**config.mk**
```make
export PLATFORM = sky130hd
export DESIGN_NAME = fm_station_survey_scheduler
export DESIGN_NICKNAME = d
export VERILOG_FILES = /design/src/rtl/fmss_pkg.sv /design/src/rtl/fm_station_survey_scheduler.sv
export SDC_FILE = /design/constraint.sdc
export NUM_CORES = 2
export LEC_CHECK = 0
export ABC_AREA = 1
export BUFFER_PORTS_ARGS = -buffer_cell sky130_fd_sc_hd__buf_2
export CAP_MARGIN = 20
export CORE_AREA = 10 10 352 354
export DETAILED_ROUTE_END_ITERATION = 8
export DIE_AREA = 0 0 362 364
export HOLD_SLACK_MARGIN = 0.08
export PLACE_DENSITY_LB_ADDON = 0.08
export SYNTH_ARGS = -nofsm -noshare
export SYNTH_HDL_FRONTEND = slang
export SYNTH_SLANG_ARGS = --single-unit
```
**constraint.sdc**
```tcl
create_clock -name i_clk -period 13.6 [get_ports i_clk]
set_input_delay 1.36 -clock i_clk [delete_from_list [all_inputs] [get_ports i_clk]]
set_output_delay 1.36 -clock i_clk [all_outputs]
set_load 0.05 [all_outputs]
```
**src/rtl/fmss_pkg.sv**
```systemverilog
// Shared types and constants for the band survey scheduler.
// No dependencies.
`default_nettype none
package fmss_pkg;
    localparam logic [1:0] ACT_NONE   = 2'd0;
    localparam logic [1:0] ACT_TUNE   = 2'd1;
    localparam logic [1:0] ACT_SAMPLE = 2'd2;
    localparam logic [1:0] ACT_ROUND  = 2'd3;

    localparam logic [2:0] OP_TICK   = 3'd0;
    localparam logic [2:0] OP_SAMPLE = 3'd1;
    localparam logic [2:0] OP_SYNC   = 3'd2;
    localparam logic [2:0] OP_CLOCK  = 3'd3;
    localparam logic [2:0] OP_NAME   = 3'd4;

    localparam logic [2:0] REG_SCAN_START = 3'd0;
    localparam logic [2:0] REG_SCAN_END   = 3'd1;
    localparam logic [2:0] REG_SCAN_STEP  = 3'd2;
    localparam logic [2:0] REG_SETTLE     = 3'd3;
    localparam logic [2:0] REG_MIN_SNR    = 3'd4;
    localparam logic [2:0] REG_DWELL      = 3'd5;
    localparam logic [2:0] REG_NOSYNC     = 3'd6;
    localparam logic [2:0] REG_LINGER     = 3'd7;

    localparam logic [1:0] RSN_NONE   = 2'd0;
    localparam logic [1:0] RSN_CLOCK  = 2'd1;
    localparam logic [1:0] RSN_NOSYNC = 2'd2;
    localparam logic [1:0] RSN_TIMEOUT = 2'd3;

    localparam logic [19:0] MAX20 = 20'hFFFFF;

    typedef struct packed {
        logic [1:0]  action;
        logic [13:0] channel;
        logic [5:0]  station_index;
        logic [15:0] round_number;
        logic [6:0]  ct_station_count;
        logic [1:0]  end_reason;
        logic        last;
    } t_result;
endpackage
`default_nettype wire

```
**src/rtl/fm_station_survey_scheduler.sv**
```systemverilog
// Band survey scheduler top level: scan, station table and dwell sequencer.
// Depends on fmss_pkg.
// A word without result frees the input the next cycle; a sample request passes
// through the result queue and then the output register. A dwell end walks up to
// MAX_STATIONS+1 hops and counts clock marks over the table for each round done
// before its last word is queued.
// Throughput: one word at a time; the next is taken once the last result word has left.
// Reset is synchronous and active low; table contents undefined until written.
`default_nettype none
module fm_station_survey_scheduler
    import fmss_pkg::*;
#(
    parameter int MAX_STATIONS = 48
) (
    input  wire          i_clk,
    input  wire          i_rst_n,
    input  wire          i_valid,
    output logic         o_stall,
    input  wire  [2:0]   i_opcode,
    input  wire  [6:0]   i_snr,
    output logic         o_valid,
    input  wire          i_stall,
    output logic [1:0]   o_action,
    output logic [13:0]  o_channel,
    output logic [5:0]   o_station_index,
    output logic [15:0]  o_round_number,
    output logic [6:0]   o_ct_station_count,
    output logic [1:0]   o_end_reason,
    output logic         o_last,
    input  wire          i_cfg_we,
    input  wire  [2:0]   i_cfg_index,
    input  wire  [19:0]  i_cfg_data
);
    localparam int IW = (MAX_STATIONS > 1) ? $clog2(MAX_STATIONS) : 1;
    localparam int CW = $clog2(MAX_STATIONS + 1);
    localparam logic [CW-1:0] NMAX = CW'(MAX_STATIONS);

    localparam logic [3:0] S_IDLE   = 4'd0;
    localparam logic [3:0] S_DECIDE = 4'd1;
    localparam logic [3:0] S_WEAK   = 4'd2;
    localparam logic [3:0] S_REPL   = 4'd3;
    localparam logic [3:0] S_RASTER = 4'd4;
    localparam logic [3:0] S_HOP    = 4'd5;
    localparam logic [3:0] S_COUNT  = 4'd6;
    localparam logic [3:0] S_ELIG   = 4'd7;
    localparam logic [3:0] S_TUNE   = 4'd8;
    localparam logic [3:0] S_EMIT   = 4'd9;
    localparam logic [3:0] S_FETCH  = 4'd10;
    localparam logic [3:0] S_SAMP   = 4'd11;

    localparam logic [1:0] PH_BOOT = 2'd0;
    localparam logic [1:0] PH_SCAN = 2'd1;
    localparam logic [1:0] PH_DWELL = 2'd2;

    logic [13:0] r_scan_start, r_scan_end;
    logic [9:0]  r_scan_step;
    logic [19:0] r_settle, r_dwell, r_nosync, r_linger;
    logic [6:0]  r_min_snr;

    logic [1:0]  r_phase;
    logic [13:0] r_scan_ch;
    logic [19:0] r_elapsed, r_since;
    logic [13:0] mem_ch [MAX_STATIONS];
    logic [6:0]  mem_snr [MAX_STATIONS];
    logic [MAX_STATIONS-1:0] r_had_sync, r_had_clock;
    logic        r_any_clock;
    logic [CW-1:0] r_count;
    logic [5:0]  r_cur;
    logic [15:0] r_round;
    logic [2:0]  r_flags;

    logic [3:0]  r_state;
    logic [1:0]  r_reason;
    logic [6:0]  r_snr_in;
    logic [CW-1:0] r_walk;
    logic [IW-1:0] r_weak;
    logic [6:0]  r_weak_snr;
    logic [CW:0] r_hop;
    logic [6:0]  r_ctn;
    logic        r_sample_after;
    logic [6:0]  r_rd_snr;
    logic [13:0] r_rd_ch;

    // result queue of up to three words
    t_result     r_q [3];
    logic [1:0]  r_qn;
    logic [1:0]  r_qh;
    logic        r_out_v;
    t_result     r_out;

    logic        acc;
    assign o_stall = (r_state != S_IDLE) || (r_qn != 2'd0) || r_out_v;
    assign acc = i_valid && !o_stall;

    t_result push_w;
    logic    push;
    logic    fin;

    // configuration
    always_ff @(posedge i_clk) begin
        if (!i_rst_n) begin
            r_scan_start <= 14'd8790; r_scan_end <= 14'd10790; r_scan_step <= 10'd20;
            r_settle <= 20'd180; r_min_snr <= 7'd8; r_dwell <= 20'd75000;
            r_nosync <= 20'd12000; r_linger <= 20'd4000;
        end else if (i_cfg_we) begin
            case (i_cfg_index)
                REG_SCAN_START: r_scan_start <= i_cfg_data[13:0];
                REG_SCAN_END:   r_scan_end   <= i_cfg_data[13:0];
                REG_SCAN_STEP:  r_scan_step  <= i_cfg_data[9:0];
                REG_SETTLE:     r_settle     <= i_cfg_data;
                REG_MIN_SNR:    r_min_snr    <= i_cfg_data[6:0];
                REG_DWELL:      r_dwell      <= i_cfg_data;
                REG_NOSYNC:     r_nosync     <= i_cfg_data;
                REG_LINGER:     r_linger     <= i_cfg_data;
                default: ;
            endcase
        end
    end

    // shared compare unit operands
    logic [IW-1:0] rd_addr;
    logic [14:0]   nxt_wide;
    logic          cur_ok;
    logic [IW-1:0] cur_idx;
    logic [5:0]    cur_inc;
    logic          elig;
    logic          hop_wrap;
    logic [5:0]    hop_cur;
    logic          end_clk, end_ns, end_to;
    logic [19:0]   el_n, sc_n;
    logic [2:0]    fl_n;

    assign cur_ok  = {1'b0, r_cur} < 7'(MAX_STATIONS);
    assign cur_idx = cur_ok ? r_cur[IW-1:0] : '0;
    assign nxt_wide = {1'b0, r_scan_ch} + {5'd0, r_scan_step};
    assign cur_inc = r_cur + 6'd1;
    assign hop_wrap = 7'(cur_inc) >= 7'(r_count) || r_cur == 6'd63;
    assign hop_cur = hop_wrap ? 6'd0 : cur_inc;
    always_comb begin
        if ({1'b0, r_cur} >= 7'(MAX_STATIONS)) elig = 1'b0;
        else if (r_round == 16'd1) elig = 1'b1;
        else if (r_had_clock[cur_idx]) elig = 1'b1;
        else if (!r_any_clock) elig = r_had_sync[cur_idx];
        else elig = 1'b0;
    end

    always_comb begin
        el_n = r_elapsed;
        sc_n = r_since;
        fl_n = r_flags;
        case (i_opcode)
            OP_TICK: begin
                if (r_elapsed != MAX20) el_n = r_elapsed + 20'd1;
                if (r_flags[1] && r_since != MAX20) sc_n = r_since + 20'd1;
            end
            OP_SYNC:  fl_n = r_flags | 3'b001;
            OP_CLOCK: begin fl_n = r_flags | 3'b010; sc_n = '0; end
            OP_NAME:  fl_n = r_flags | 3'b100;
            default: ;
        endcase
        end_clk = fl_n[1] && (fl_n[2] || sc_n > r_linger);
        end_ns  = !fl_n[0] && el_n > r_nosync;
        end_to  = el_n > r_dwell;
    end

    always_comb begin
        rd_addr = '0;
        case (r_state)
            S_WEAK:  rd_addr = (r_walk < NMAX) ? r_walk[IW-1:0] : '0;
            default: rd_addr = cur_idx;
        endcase
    end

    always_ff @(posedge i_clk) begin
        r_rd_snr <= mem_snr[rd_addr];
        r_rd_ch  <= mem_ch[rd_addr];
    end

    // sequencer
    always_ff @(posedge i_clk) begin
        if (!i_rst_n) begin
            r_state <= S_IDLE; r_phase <= PH_BOOT; r_scan_ch <= 14'd8790;
            r_elapsed <= '0; r_since <= '0; r_had_sync <= '0; r_had_clock <= '0;
            r_any_clock <= 1'b0; r_count <= '0; r_cur <= '0; r_round <= 16'd1;
            r_flags <= '0; r_reason <= RSN_NONE; r_walk <= '0; r_weak <= '0;
            r_weak_snr <= '0; r_hop <= '0; r_ctn <= '0; r_sample_after <= 1'b0;
            r_snr_in <= '0;
        end else begin
            case (r_state)
                S_IDLE: if (acc) begin
                    r_snr_in <= i_snr;
                    case (r_phase)
                        PH_BOOT: begin
                            r_scan_ch <= r_scan_start;
                            r_phase <= PH_SCAN; r_elapsed <= '0;
                            r_sample_after <= (r_settle == 20'd0);
                            r_state <= S_EMIT;
                        end
                        PH_SCAN: begin
                            if (i_opcode == OP_TICK) begin
                                if (r_elapsed != MAX20) begin
                                    r_elapsed <= r_elapsed + 20'd1;
                                end
                                r_state <= S_IDLE;
                            end else if (i_opcode == OP_SAMPLE && r_elapsed >= r_settle) begin
                                r_state <= S_DECIDE;
                            end
                        end
                        default: begin
                            r_elapsed <= el_n; r_since <= sc_n; r_flags <= fl_n;
                            if (i_opcode == OP_SYNC) r_had_sync[cur_idx] <= 1'b1;
                            if (i_opcode == OP_CLOCK) begin
                                r_had_clock[cur_idx] <= 1'b1;
                                r_any_clock <= 1'b1;
                            end
                            if (end_clk || end_ns || end_to) begin
                                r_reason <= end_clk ? RSN_CLOCK :
                                            (end_ns ? RSN_NOSYNC : RSN_TIMEOUT);
                                r_hop <= '0;
                                r_state <= S_HOP;
                            end
                        end
                    endcase
                end
                S_DECIDE: begin
                    if (r_snr_in >= r_min_snr) begin
                        if (r_count < NMAX) begin
                            r_count <= r_count + 1'b1;
                            r_state <= S_RASTER;
                        end else begin
                            r_walk <= '0; r_weak <= '0;
                            r_weak_snr <= 7'h7F;
                            r_state <= S_WEAK;
                        end
                    end else r_state <= S_RASTER;
                end
                S_WEAK: begin
                    // read data for r_walk arrives next cycle, so it is taken as the entry at r_walk - 1
                    if (r_walk != '0) begin
                        if (r_rd_snr < r_weak_snr) begin
                            r_weak_snr <= r_rd_snr;
                            r_weak <= IW'(r_walk - 1'b1);
                        end
                    end
                    if (r_walk == NMAX) r_state <= S_REPL;
                    else r_walk <= r_walk + 1'b1;
                end
                S_REPL: r_state <= S_RASTER;
                S_RASTER: begin
                    if (nxt_wide > {1'b0, r_scan_end}) begin
                        if (r_count == '0) begin
                            r_scan_ch <= r_scan_start;
                            r_elapsed <= '0;
                            r_sample_after <= (r_settle == 20'd0);
                            r_state <= S_EMIT;
                        end else begin
                            r_cur <= '0; r_reason <= RSN_NONE;
                            r_state <= S_FETCH;
                        end
                    end else begin
                        r_scan_ch <= nxt_wide[13:0];
                        r_elapsed <= '0;
                        r_sample_after <= (r_settle == 20'd0);
                        r_state <= S_EMIT;
                    end
                end
                S_HOP: begin
                    r_cur <= hop_cur;
                    r_hop <= r_hop + 1'b1;
                    if (hop_wrap) begin
                        r_walk <= '0; r_ctn <= '0;
                        r_state <= S_COUNT;
                    end else r_state <= S_ELIG;
                end
                S_COUNT: begin
                    if (r_walk < r_count && r_walk < NMAX) begin
                        if (r_had_clock[r_walk[IW-1:0]]) r_ctn <= r_ctn + 7'd1;
                        r_walk <= r_walk + 1'b1;
                    end else begin
                        if (r_round != 16'hFFFF) r_round <= r_round + 16'd1;
                        r_state <= S_ELIG;
                    end
                end
                S_ELIG: begin
                    if (elig || r_hop > {1'b0, r_count}) r_state <= S_FETCH;
                    else r_state <= S_HOP;
                end
                S_FETCH: r_state <= S_TUNE;
                S_TUNE: begin
                    r_phase <= PH_DWELL; r_flags <= '0;
                    r_elapsed <= '0; r_since <= '0;
                    r_state <= S_IDLE;
                end
                S_EMIT: r_state <= r_sample_after ? S_SAMP : S_IDLE;
                S_SAMP: r_state <= S_IDLE;
                default: r_state <= S_IDLE;
            endcase
        end
    end

    // table writes
    always_ff @(posedge i_clk) begin
        if (r_state == S_DECIDE && r_snr_in >= r_min_snr && r_count < NMAX) begin
            mem_ch[r_count[IW-1:0]]  <= r_scan_ch;
            mem_snr[r_count[IW-1:0]] <= r_snr_in;
        end else if (r_state == S_REPL && r_snr_in > r_weak_snr) begin
            mem_ch[r_weak]  <= r_scan_ch;
            mem_snr[r_weak] <= r_snr_in;
        end
    end

    // result words
    always_comb begin
        push = 1'b0;
        fin = 1'b0;
        push_w = '0;
        case (r_state)
            S_IDLE: if (acc && r_phase == PH_SCAN && i_opcode == OP_TICK
                        && r_elapsed != MAX20 && (r_elapsed + 20'd1) == r_settle) begin
                push = 1'b1; fin = 1'b1;
                push_w.action = ACT_SAMPLE;
            end
            S_EMIT: begin
                push = 1'b1; fin = !r_sample_after;
                push_w.action = ACT_TUNE; push_w.channel = r_scan_ch;
            end
            S_SAMP: begin
                push = 1'b1; fin = 1'b1;
                push_w.action = ACT_SAMPLE;
            end
            S_COUNT: if (!(r_walk < r_count && r_walk < NMAX)) begin
                push = 1'b1;
                push_w.action = ACT_ROUND; push_w.round_number = r_round;
                push_w.ct_station_count = r_ctn; push_w.end_reason = r_reason;
            end
            S_TUNE: begin
                push = 1'b1; fin = 1'b1;
                push_w.action = ACT_TUNE; push_w.channel = r_rd_ch;
                push_w.station_index = r_cur; push_w.end_reason = r_reason;
            end
            default: ;
        endcase
        push_w.last = fin;
    end

    logic [2:0] qsum;
    logic [1:0] qt;
    logic       pop;
    assign qsum = {1'b0, r_qh} + {1'b0, r_qn};
    assign qt = (qsum >= 3'd3) ? 2'(qsum - 3'd3) : qsum[1:0];
    assign pop = (!r_out_v || !i_stall) && r_qn != 2'd0;

    always_ff @(posedge i_clk) begin
        if (!i_rst_n) begin
            r_qn <= '0; r_qh <= '0; r_out_v <= 1'b0;
        end else begin
            if (push) r_q[qt] <= push_w;
            if (pop) begin
                r_out <= r_q[r_qh];
                r_out_v <= 1'b1;
                r_qh <= (r_qh == 2'd2) ? 2'd0 : r_qh + 2'd1;
            end else if (r_out_v && !i_stall) begin
                r_out_v <= 1'b0;
            end
            r_qn <= r_qn + {1'b0, push} - {1'b0, pop};
        end
    end

    assign o_valid            = r_out_v;
    assign o_action           = r_out.action;
    assign o_channel          = r_out.channel;
    assign o_station_index    = r_out.station_index;
    assign o_round_number     = r_out.round_number;
    assign o_ct_station_count = r_out.ct_station_count;
    assign o_end_reason       = r_out.end_reason;
    assign o_last             = r_out.last;
endmodule
`default_nettype wire
```
==> results.py <==
metrics = {
    "outcome": {
        "status": "complete, no violations",
    },
    "global_route": {
        "grt_pass1_vias": 47300,
        "grt_pass1_wl_um": 293000,
        "grt.total_usage_pct": 29.0,
        "grt_antenna_before_repair": 4,
        "grt_max_degree": 192,
        "gr-total-overflow": 0,
    },
    "place": {
        "routabilityCongestion": 0.901,
        "dp_slack_ns": 7.78,
        "dp_cells": 7851,
        "numPortBuffers": 87,
        "place_hpwl_um": 116000,
    },
    "worst_setup_path": {
        "cp-start-kind": "flip-flop",
        "cp.required_ns": 14.26,
        "worst_ep_arrival_time_ns": 6.10,
        "r2r_slack_ns": 8.17,
        "endpoint_kind": "flip-flop",
        "worstSetupPathType": "reg2reg",
        "reg2reg_depth": 19,
        "crit_fanout": 51,
    },
    "yosys": {
        "ys_types": 64,
        "muxShareOfSynthArea_pct": 0.0147,
        "synth-edff-count": 1200,
        "synth.net_count": 6698,
        "synth_area_leaders": "edfxtp_1 (53%), dfxtp_1 (11%), o21ai_0 (5.5%), nor2_1 (5.0%), nand2_1 (4.3%)",
        "async_flop_share_pct": 0,
        "synth_top_area_share_pct": 52.8,
        "synth-seq-cells": 1582,
        "post-synth-top-area-cell": "edfxtp_1",
        "yosys-top-cells-count": "edfxtp_1 (1200), nor2_1 (907), nand2_1 (791), o21ai_0 (750), inv_1 (493)",
        "synth_area_um2": 68300,
        "synthXorXnorAreaFrac_pct": 0.603,
        "synthAdderAreaFrac_pct": 3.01,
        "yosys_warnings": 0,
        "syn_avg_cell_area_um2": 10.5,
        "synth.most_common_cell": "edfxtp_1",
        "synthCells": 6497,
        "ys_dominant_reg_cell": "edfxtp_1",
        "ys_seq_area_share_pct": 64.0,
        "synth_simple_gate_area_share_pct": 13.5,
        "synth-compound-area-share_pct": 13.7,
        "synth_top_family_by_area": "compound AO/OA/AOI/OAI gates",
    },
    "floorplan": {
        "dieHeight_um": 364,
        "start_util_pct": 58.3,
        "core-area_um2": 117000,
        "rows": 126,
        "die_w_um": 362,
        "die_area_um2": 132000,
        "boundaryPins": 88,
    },
    "timing": {
        "finalCritPeriodShare_pct": 39.9,
        "fin_setup_tns_ns": 0,
        "setup_viol": 0,
        "tightest_slew_ns": 1.19,
        "rsz0062_at_grt": "no",
        "layout_setup_ws_ns": 8.17,
        "hold_violations": 0,
        "finalClockSkew_ns": 0.0241,
        "relSlewSlack_pct": 20.1,
        "slew_violations": 0,
        "fmax_mhz": 184,
        "period_minus_slack_ns": 5.43,
    },
    "routing": {
        "ant_nets": 0,
        "first_iter_violations": 6135,
        "vias_per_cell": 6.12,
        "wire_per_inst_um": 23.8,
        "first_pass_iters": 6,
        "vias": 49900,
        "drt_wl_total_um": 194000,
        "drc_errors": 0,
    },
    "finish": {
        "stdcell_count": 8153,
        "final_nets": 6682,
        "synthToLayoutAreaGrowth_pct": 10.5,
        "fillers": 9153,
        "drive_gt1_share_pct": 8.65,
        "fin_util_pct": 64.4,
    },
    "power": {
        "peakVddDrop_mv": 0.132,
        "leakage_nw": 26.3,
        "power.density_nw_per_um2": 164,
    },
    "worst_hold_path": {
        "holdPathStages": 2,
        "hold_path_class": "reg2reg",
    },
    "clocking": {
        "clk_pin_slew_ns": 0.06,
        "cts.path.max_buffers": 3,
        "htree_levels": 4,
        "cts_tree": "done",
        "clkSinkCount": 1582,
        "root_buffer": "clkbuf_16",
        "cts_hold_buf": 0,
        "insertion_delay_ns": 0.81,
        "cts_buffers": 161,
        "cts-resized-gates": 0,
        "post_cts_buffers": 0,
    },
    "flow_run": {
        "maxCapViolCount": 0,
    },
}
==> critical path: stages (launching register included) <==
cell	delay, ns
dfxtp_2	1.06
ha_1	0.44
a21oi_1	0.16
nand2_1	0.12
a21oi_1	0.26
o21ai_0	0.17
a21oi_1	0.21
nor2_1	0.09
xor2_1	0.17
ha_1	0.32
inv_1	0.04
nor2_1	0.19
nand4_1	0.19
nand2_2	0.17
nand2_2	0.30
nand3_1	0.20
buf_4	0.28
nand2_1	0.47
o21ai_0	0.36
nor2_1	0.07
==> area by class of cell <==
cell class / count / area (um^2) / area share, %
Clock inverter: 89 / 860 / 1.14
Timing Repair Buffer: 179 / 1210 / 1.60
Antenna cell: 1 / 2.50 / 0.00332
Multi-Input combinational cell: 4041 / 21500 / 28.4
Tap cell: 1536 / 1920 / 2.55
Inverter: 516 / 1970 / 2.61
Sequential cell: 1582 / 43700 / 57.9
Clock buffer: 209 / 4360 / 5.78
==> stage by stage <==
stage	hold slack (ns)	power, mW	area, um^2
after floorplan	0.427	7.27	68300
after global placement	0.435	8.02	70200
after detailed placement	0.440	8.06	70200
after CTS	0.449	12.4	75400
after global routing	0.462	12.8	75500
final	0.449	12.3	75500
==> layout by cell type, fill, tap and decap left out, types with 74 or more instances in the layout <==
cell type | synthesis | layout
buf_2 | 121 | 86
o221ai_1 | 180 | 180
o22ai_1 | 74 | 74
buf_4 | 7 | 86
inv_1 | 493 | 492
a21oi_1 | 376 | 375
nand3_1 | 349 | 349
nor2_1 | 907 | 852
edfxtp_1 | 1200 | 1200
o21ai_0 | 750 | 750
dfxtp_1 | 382 | 359
clkbuf_16 | 0 | 163
ha_1 | 161 | 161
nand2_1 | 791 | 791
o211ai_1 | 128 | 128
==> cells by family after synthesis <==
| group | after synthesis |
|---|---|
| DFF | 1582 |
| AOI/OAI and AO/OA | 1610 |
| adders and majority gates | 163 |
| buffers and inverters | 874 |
| and+or+nand+nor | 2220 |
| xor gates and xnor gates | 47 |
| muxes | 1 |
==> routing by layer <==
layer / wire length, um / GRT usage (%) / vias to the layer above
li1: - / - / 23000
met1: 80200 / 40.3 / 24200
met2: 89500 / 46.2 / 2285
met3: 18300 / 5.42 / 374
met4: 6120 / 9.50 / 2
met5: 13 / 0 / -
==> flip-flops by register name (all words and copies together), names as in the netlist, 48 cells and up <==
| name | flops |
|---|---|
| mem_ch | 672 |
| mem_snr | 336 |
| r_q | 144 |
| r_had_clock | 48 |
| r_had_sync | 48 |
==> report_power, final <==
| part | leakage (nW) | switching [mW] | internal, mW |
|---|---|---|---|
| clock network | 2.56 | 1.88 | 2.47 |
| registers | 13.9 | 0.196 | 5.60 |
| logic | 9.81 | 1.63 | 0.563 |
==> final timing paths <==
check | startpoint | endpoint
worst max-delay path | r_scan_ch[2] | r_elapsed[7]
worst min-delay path | r_had_sync[47] | r_had_sync[47]
worst max register to register | r_scan_ch[2] | r_elapsed[7]
worst min register to register | r_had_sync[47] | r_had_sync[47]
(Power assumes the default switching activity.)
